==> src/ttt_pkg.sv <==
// shared types and codes for the timed ticket table
// no dependencies
package ttt_pkg;

  // command codes
  localparam logic [2:0] CMD_ISSUE    = 3'd0;
  localparam logic [2:0] CMD_REMEMBER = 3'd1;
  localparam logic [2:0] CMD_GET      = 3'd2;
  localparam logic [2:0] CMD_LIST     = 3'd3;
  localparam logic [2:0] CMD_MARK     = 3'd4;
  localparam logic [2:0] CMD_CLEANUP  = 3'd5;

  // entry kinds
  localparam logic [1:0] KIND_OUT  = 2'd1;
  localparam logic [1:0] KIND_IN   = 2'd2;
  localparam logic [1:0] KIND_LAST = 2'd3;

  // result status codes
  localparam logic [1:0] ST_OK      = 2'd0;
  localparam logic [1:0] ST_PENDING = 2'd1;
  localparam logic [1:0] ST_FULL    = 2'd2;
  localparam logic [1:0] ST_BAD     = 2'd3;

  // configuration register indexes
  localparam logic [7:0] REG_DELIVERY = 8'd0;
  localparam logic [7:0] REG_RENEW    = 8'd1;
  localparam logic [7:0] REG_EXPIRY   = 8'd2;
  localparam logic [7:0] REG_GRACE    = 8'd3;

  typedef struct packed {
    logic [1:0]  kind;
    logic [63:0] peer_high;
    logic [63:0] peer_low;
    logic [63:0] time_val;
    logic [63:0] ticket_high;
    logic [63:0] ticket_low;
  } slot_t;

  typedef enum logic [1:0] {
    ALU_ADD,
    ALU_SUB
  } alu_op_t;

  typedef enum logic [3:0] {
    S_IDLE,
    S_PRE,
    S_PRECHK,
    S_READ,
    S_LOOK,
    S_CHK1,
    S_CHK2,
    S_NEXT,
    S_FINAL,
    S_ADDCHK,
    S_EMIT
  } state_t;

endpackage

==> src/ttt_alu.sv <==
// shared 64-bit add/subtract unit with registered result and carry
// depends on ttt_pkg
module ttt_alu (
  input  logic             clk,
  input  ttt_pkg::alu_op_t op,
  input  logic [63:0]      a,
  input  logic [63:0]      b,
  output logic [63:0]      res,
  output logic             cy
);
  import ttt_pkg::*;

  logic [64:0] sum;

  // carry for add, borrow for subtract
  always_comb begin
    unique case (op)
      ALU_ADD: sum = {1'b0, a} + {1'b0, b};
      ALU_SUB: sum = {1'b0, a} - {1'b0, b};
      default: sum = {1'b0, a} - {1'b0, b};
    endcase
  end

  always_ff @(posedge clk) begin
    res <= sum[63:0];
    cy  <= sum[64];
  end

endmodule

==> config.mk <==
export PLATFORM = sky130hd
export DESIGN_NAME = ttt_alu
export DESIGN_NICKNAME = d
export VERILOG_FILES = /design/src/ttt_pkg.sv /design/src/ttt_alu.sv
export SDC_FILE = /design/constraint.sdc
export NUM_CORES = 1
export LEC_CHECK = 0
export BUFFER_PORTS_ARGS = -buffer_cell sky130_fd_sc_hd__buf_4
export CAP_MARGIN = 20
export CORE_ASPECT_RATIO = 2
export CORE_MARGIN = 4
export CORE_UTILIZATION = 53
export CTS_CLUSTER_DIAMETER = 80
export DETAILED_ROUTE_END_ITERATION = 6
export PLACE_DENSITY = 0.86
export SETUP_SLACK_MARGIN = 0.05
export SYNTH_ARGS = -nofsm -noshare
export SYNTH_HDL_FRONTEND = slang
export SYNTH_SLANG_ARGS = --single-unit
==> constraint.sdc <==
create_clock -name clk -period 6.5 [get_ports clk]
set_input_delay 1.3 -clock clk [delete_from_list [all_inputs] [get_ports clk]]
set_output_delay 1.3 -clock clk [all_outputs]
set_load 0.01 [all_outputs]
After elaboration in Yosys (flattened, before gate mapping)
Index checks and enable logic that the tools add are counted.

cells by class
  $add $sub $neg = 2
  $mul = 0
  shifts and indexed selects = 0
  equality and inequality tests = 0
  divide/modulo/power cells = 0
  reductions and logical operators = 1
  multiplexer cells = 1
  magnitude comparators = 0
  bitwise logic cells = 0

operators by type and width
  cell              count
  $add A64 B64 Y65  1
  $mux W65          1
  $sub A64 B64 Y65  1
  $logic_not A2 Y1  1

word-level totals
  input bits = 131
  logic and storage cells = 6
  memories = 0
  register bits = 65
  output and inout port bits = 65
  ROM bits = 0
  bits in writable memories = 0
  latch bits = 0

Depth between registers and ports, before layout
  word-level depth = 2
  mapped depth = 22
  depth with buffers taken out = 20

Least setup slack after synthesis
OpenSTA, ideal clock, no wires.

  path type = input to register
  start = input port b[14]
  end = register res[59]
  setup time = 128 ps
  cell stages on the path = 19
  path slack = 1,116 ps
  arrival time = 5,256 ps
  required time = 6,372 ps
  path through = or4_1 -> nor4_2 -> and3_1 -> clkbuf_1 -> nand2_1 -> or3_1 -> o31ai_1 -> xnor2_1 -> ha_1 -> clkbuf_1 -> a21oi_1 -> o21ai_0 -> a211oi_1 -> o21ai_0 -> a41o_1 -> a41o_1 -> a31oi_1 -> o21ai_0 -> xor2_1

between the ends
  cells in the longest elaborated chain, start to end = 2
  elaborated cells on any way between the ends = 3
  classes of those cells = add/sub: 2; mux: 1

RTL lines
  element                                                      line                                         text
  start: declaration                                           ttt_alu.sv:7                                 input logic [63:0] b,
  $sub A64 B64 Y65 / $add A64 B64 Y65 (equally long branches)  ttt_alu.sv:19, ttt_alu.sv:20, ttt_alu.sv:18
  $mux W65 (*)                                                 -
  net sum[59]                                                  ttt_alu.sv:13                                logic [64:0] sum;
  end signal: assignment                                       ttt_alu.sv:25                                res <= sum[63:0];
  end: declaration                                             ttt_alu.sv:8                                 output logic [63:0] res,

Mark *: on every way through the listed nets, which the timed path passes. The rest lies on a longest branch.

Final worst setup path
  start = input port b[4]
  end = register res[50]

Same word-level chain as after synthesis.

==> results.py <==
metrics = {
    "sta": {
        "hold_violations": 0,
        "whs_ps": 1208,
        "setup_viol": 0,
        "slew_headroom_pct": 31.09,
        "rsz0062_at_grt": "no",
        "min_period_over_period_pct": 87.13,
        "fmax_mhz": 176.6,
        "worstMarginPinSlew_ps": 1031,
        "min_period_ps": 5663,
        "fin_setup_tns_ps": 0,
        "maxSlewViolCount": 0,
    },
    "finish": {
        "final_layout_size_suffix_gt1_share_pct": 22.78,
        "nNetsFinal": 1238,
        "design_area_mm2": 0.008384,
        "area_delta_synth_final_pct": 28.89,
        "fin_util_pct": 69.56,
        "diodes": 0,
    },
    "detailed_routing": {
        "drt_iter0_markers": 374,
        "ant_nets": 0,
        "drt-pass1-iter-count": 5,
        "via_per_inst": 6.016,
        "vias": 7171,
        "wl_per_cell_um": 18.99,
        "wirelength_mm": 22.63,
        "drc": 0,
    },
    "power": {
        "ir_drop_mv": 0.1693,
        "p_per_area_mw_per_mm2": 260.0,
        "p_leak_nw": 3.835,
        "power_mw": 2.180,
    },
    "floorplan": {
        "core_mm2": 0.01205,
        "row_count": 57,
        "die_x_um": 86.34,
        "die_area_mm2": 0.01422,
        "start_util_pct": 53.97,
        "ioPinCount": 196,
        "die_height_um": 164.7,
    },
    "grt": {
        "grt.total_usage_pct": 31.58,
        "grt_max_degree": 25,
        "antenna_found_initial": 0,
        "grt_pass1_vias": 7484,
        "grt_overflow": 0,
        "grt_first_pass_wirelength_mm": 35.24,
    },
    "clock_network": {
        "post_cts_buffers": 0,
        "tritoncts": "done",
        "clock_path_buffers": 2,
        "clock-sinks": 65,
        "cts_hold_buf": 0,
        "postCtsResizedCells": 0,
        "root_buffer": "clkbuf_16",
        "cts_htree_levels": 3,
        "cts_inserted_buffers": 9,
        "clkSlewWorstSetupHoldPaths_ps": 60,
    },
    "synth": {
        "yosysSeqAreaShare_pct": 20.00,
        "async_flop_share_pct": 0,
        "synth_xor_area_share_pct": 16.83,
        "synth.most_common_cell": "a21oi_1",
        "postSynthRegisterBits": 65,
        "synth_edf_count": 0,
        "synth_area_leader_cell": "dfxtp_1",
        "synth_top_family_by_area": "compound AO/OA/AOI/OAI gates",
        "synth-simple-area-share_pct": 19.64,
        "muxShareOfSynthArea_pct": 0,
        "yosys_warnings": 0,
        "synthesis.nets": 1059,
        "synthCells": 861,
        "syn_area_per_cell_um2": 7.555,
        "synth_top_area_share_pct": 20.00,
        "synthAdderAreaFrac_pct": 13.00,
        "synth_compound_area_share_pct": 26.60,
        "synth.cell_area_mm2": 0.006505,
        "synth_cell_type_count": 62,
        "ys.flop_type": "dfxtp_1",
        "synth_common_cells": "115 x a21oi_1, 75 x nand2_1, 66 x ha_1, 66 x xor2_1, 65 x dfxtp_1",
        "synth.area.top_cells": "dfxtp_1 20%, ha_1 13%, xor2_1 8.9%, a21oi_1 8.8%, xnor2_1 7.9%",
    },
    "critical_path": {
        "path_max_fanout": 8,
        "required_ps": 6770,
        "crit_top_cell": "o21ai_0",
        "end_kind": "flop",
        "max_stage_delay_ps": 900,
        "crit_family": "compound AO/OA/AOI/OAI gates",
        "crit_slowest_cell": "a2111oi_1",
        "worstPathBufferInverterCount": 2,
        "worstSetupPathType": "input pin to flop",
        "worstPathArrival_ps": 5930,
        "timing.critical_path.cells": "buf_4 > nor4_1 > and2_1 > nand2_1 > o31ai_1 > xnor2_1 > ha_1 > nand2_1 > o21ai_0 > a2111oi_1 > o21ai_0 > a211oi_2 > buf_4 > o21ai_0 > o22a_1 > a21boi_1 > xnor2_1",
        "start_kind": "input pin",
    },
    "placement": {
        "placed_cell_area_mm2": 0.008077,
        "gp_congestion": 1.034,
        "dpl.hpwl_mm": 19.02,
        "numPortBuffers": 195,
    },
    "run": {
        "drv_cap": 0,
    },
    "run_status": {
        "outcome": "finished, final reports clean",
    },
    "min_path": {
        "hp-class": "input pin to flop",
    },
}
[metrics by stage]
step / instances / setup slack, ps
3_5_place_dp: 1176 / 594.7
5_1_grt: 1192 / 495.6
4_1_cts: 1192 / 929.6
6_report: 1192 / 836.8
2_1_floorplan: 861 / 1116
3_3_place_gp: 1176 / 662.3
[layout make-up]
type | instances | area, um2
multi-input cells | 730 | 4951
clock buffers | 12 | 256.5
well taps | 147 | 183.9
inverters | 31 | 116.4
fillers | 1030 | 3669
repair buffers | 203 | 1524
clock inverters | 4 | 51.30
flip-flops and latches | 65 | 1301
[sequential cells by signal, summed over array words and instances (netlist names)]
signal,flops
cy,1
res,64
[per-layer routing]
| layer | up-vias | track usage [%] | wire length (um) |
|---|---|---|---|
| met5 | - | 0 | 0 |
| met4 | 0 | 20.28 | 1562 |
| met3 | 109 | 5.991 | 1409 |
| met2 | 319 | 62.90 | 12700 |
| met1 | 3294 | 27.19 | 6959 |
| li1 | 3449 | - | - |
[power by group]
group / internal [mW] / switching [mW]
Clock: 0.318 / 0.197
Combinational: 0.491 / 0.590
Sequential: 0.541 / 0.0424
Total: 1.35 / 0.830
[layout by cell type (no fill, tap or decap), drive strengths merged, types with 8 or more instances in the layout]
master	instances
a211oi	9
a21o	27
a21oi	115
a31oi	10
buf	203
clkbuf	12
dfxtp	65
ha	66
inv	31
nand2	75
nand2b	8
nand3	9
nand4	24
nor2	65
nor2b	9
nor3	21
nor4	8
o21ai	61
o21bai	16
o31ai	15
or3	9
xnor2	59
xor2	66
[final timing paths]
check / end / depth (start not counted) / slack, ps / startpoint
worst max-delay path: res[50] / 17 / 840 / b[4]
worst min-delay path: res[0] / 2 / 1210 / a[0]
[kinds of logic (layout without fill, tap and decap cells)]
group,count (synthesis),count (layout)
buffers and inverters,66,250
adder cells (fa/ha/maj),67,67
AO/OA/AOI/OAI,285,285
AND/OR/NAND/NOR,253,253
XOR/XNOR,125,125
flip-flops,65,65
No activity file was read; power rests on OpenSTA's default activity.
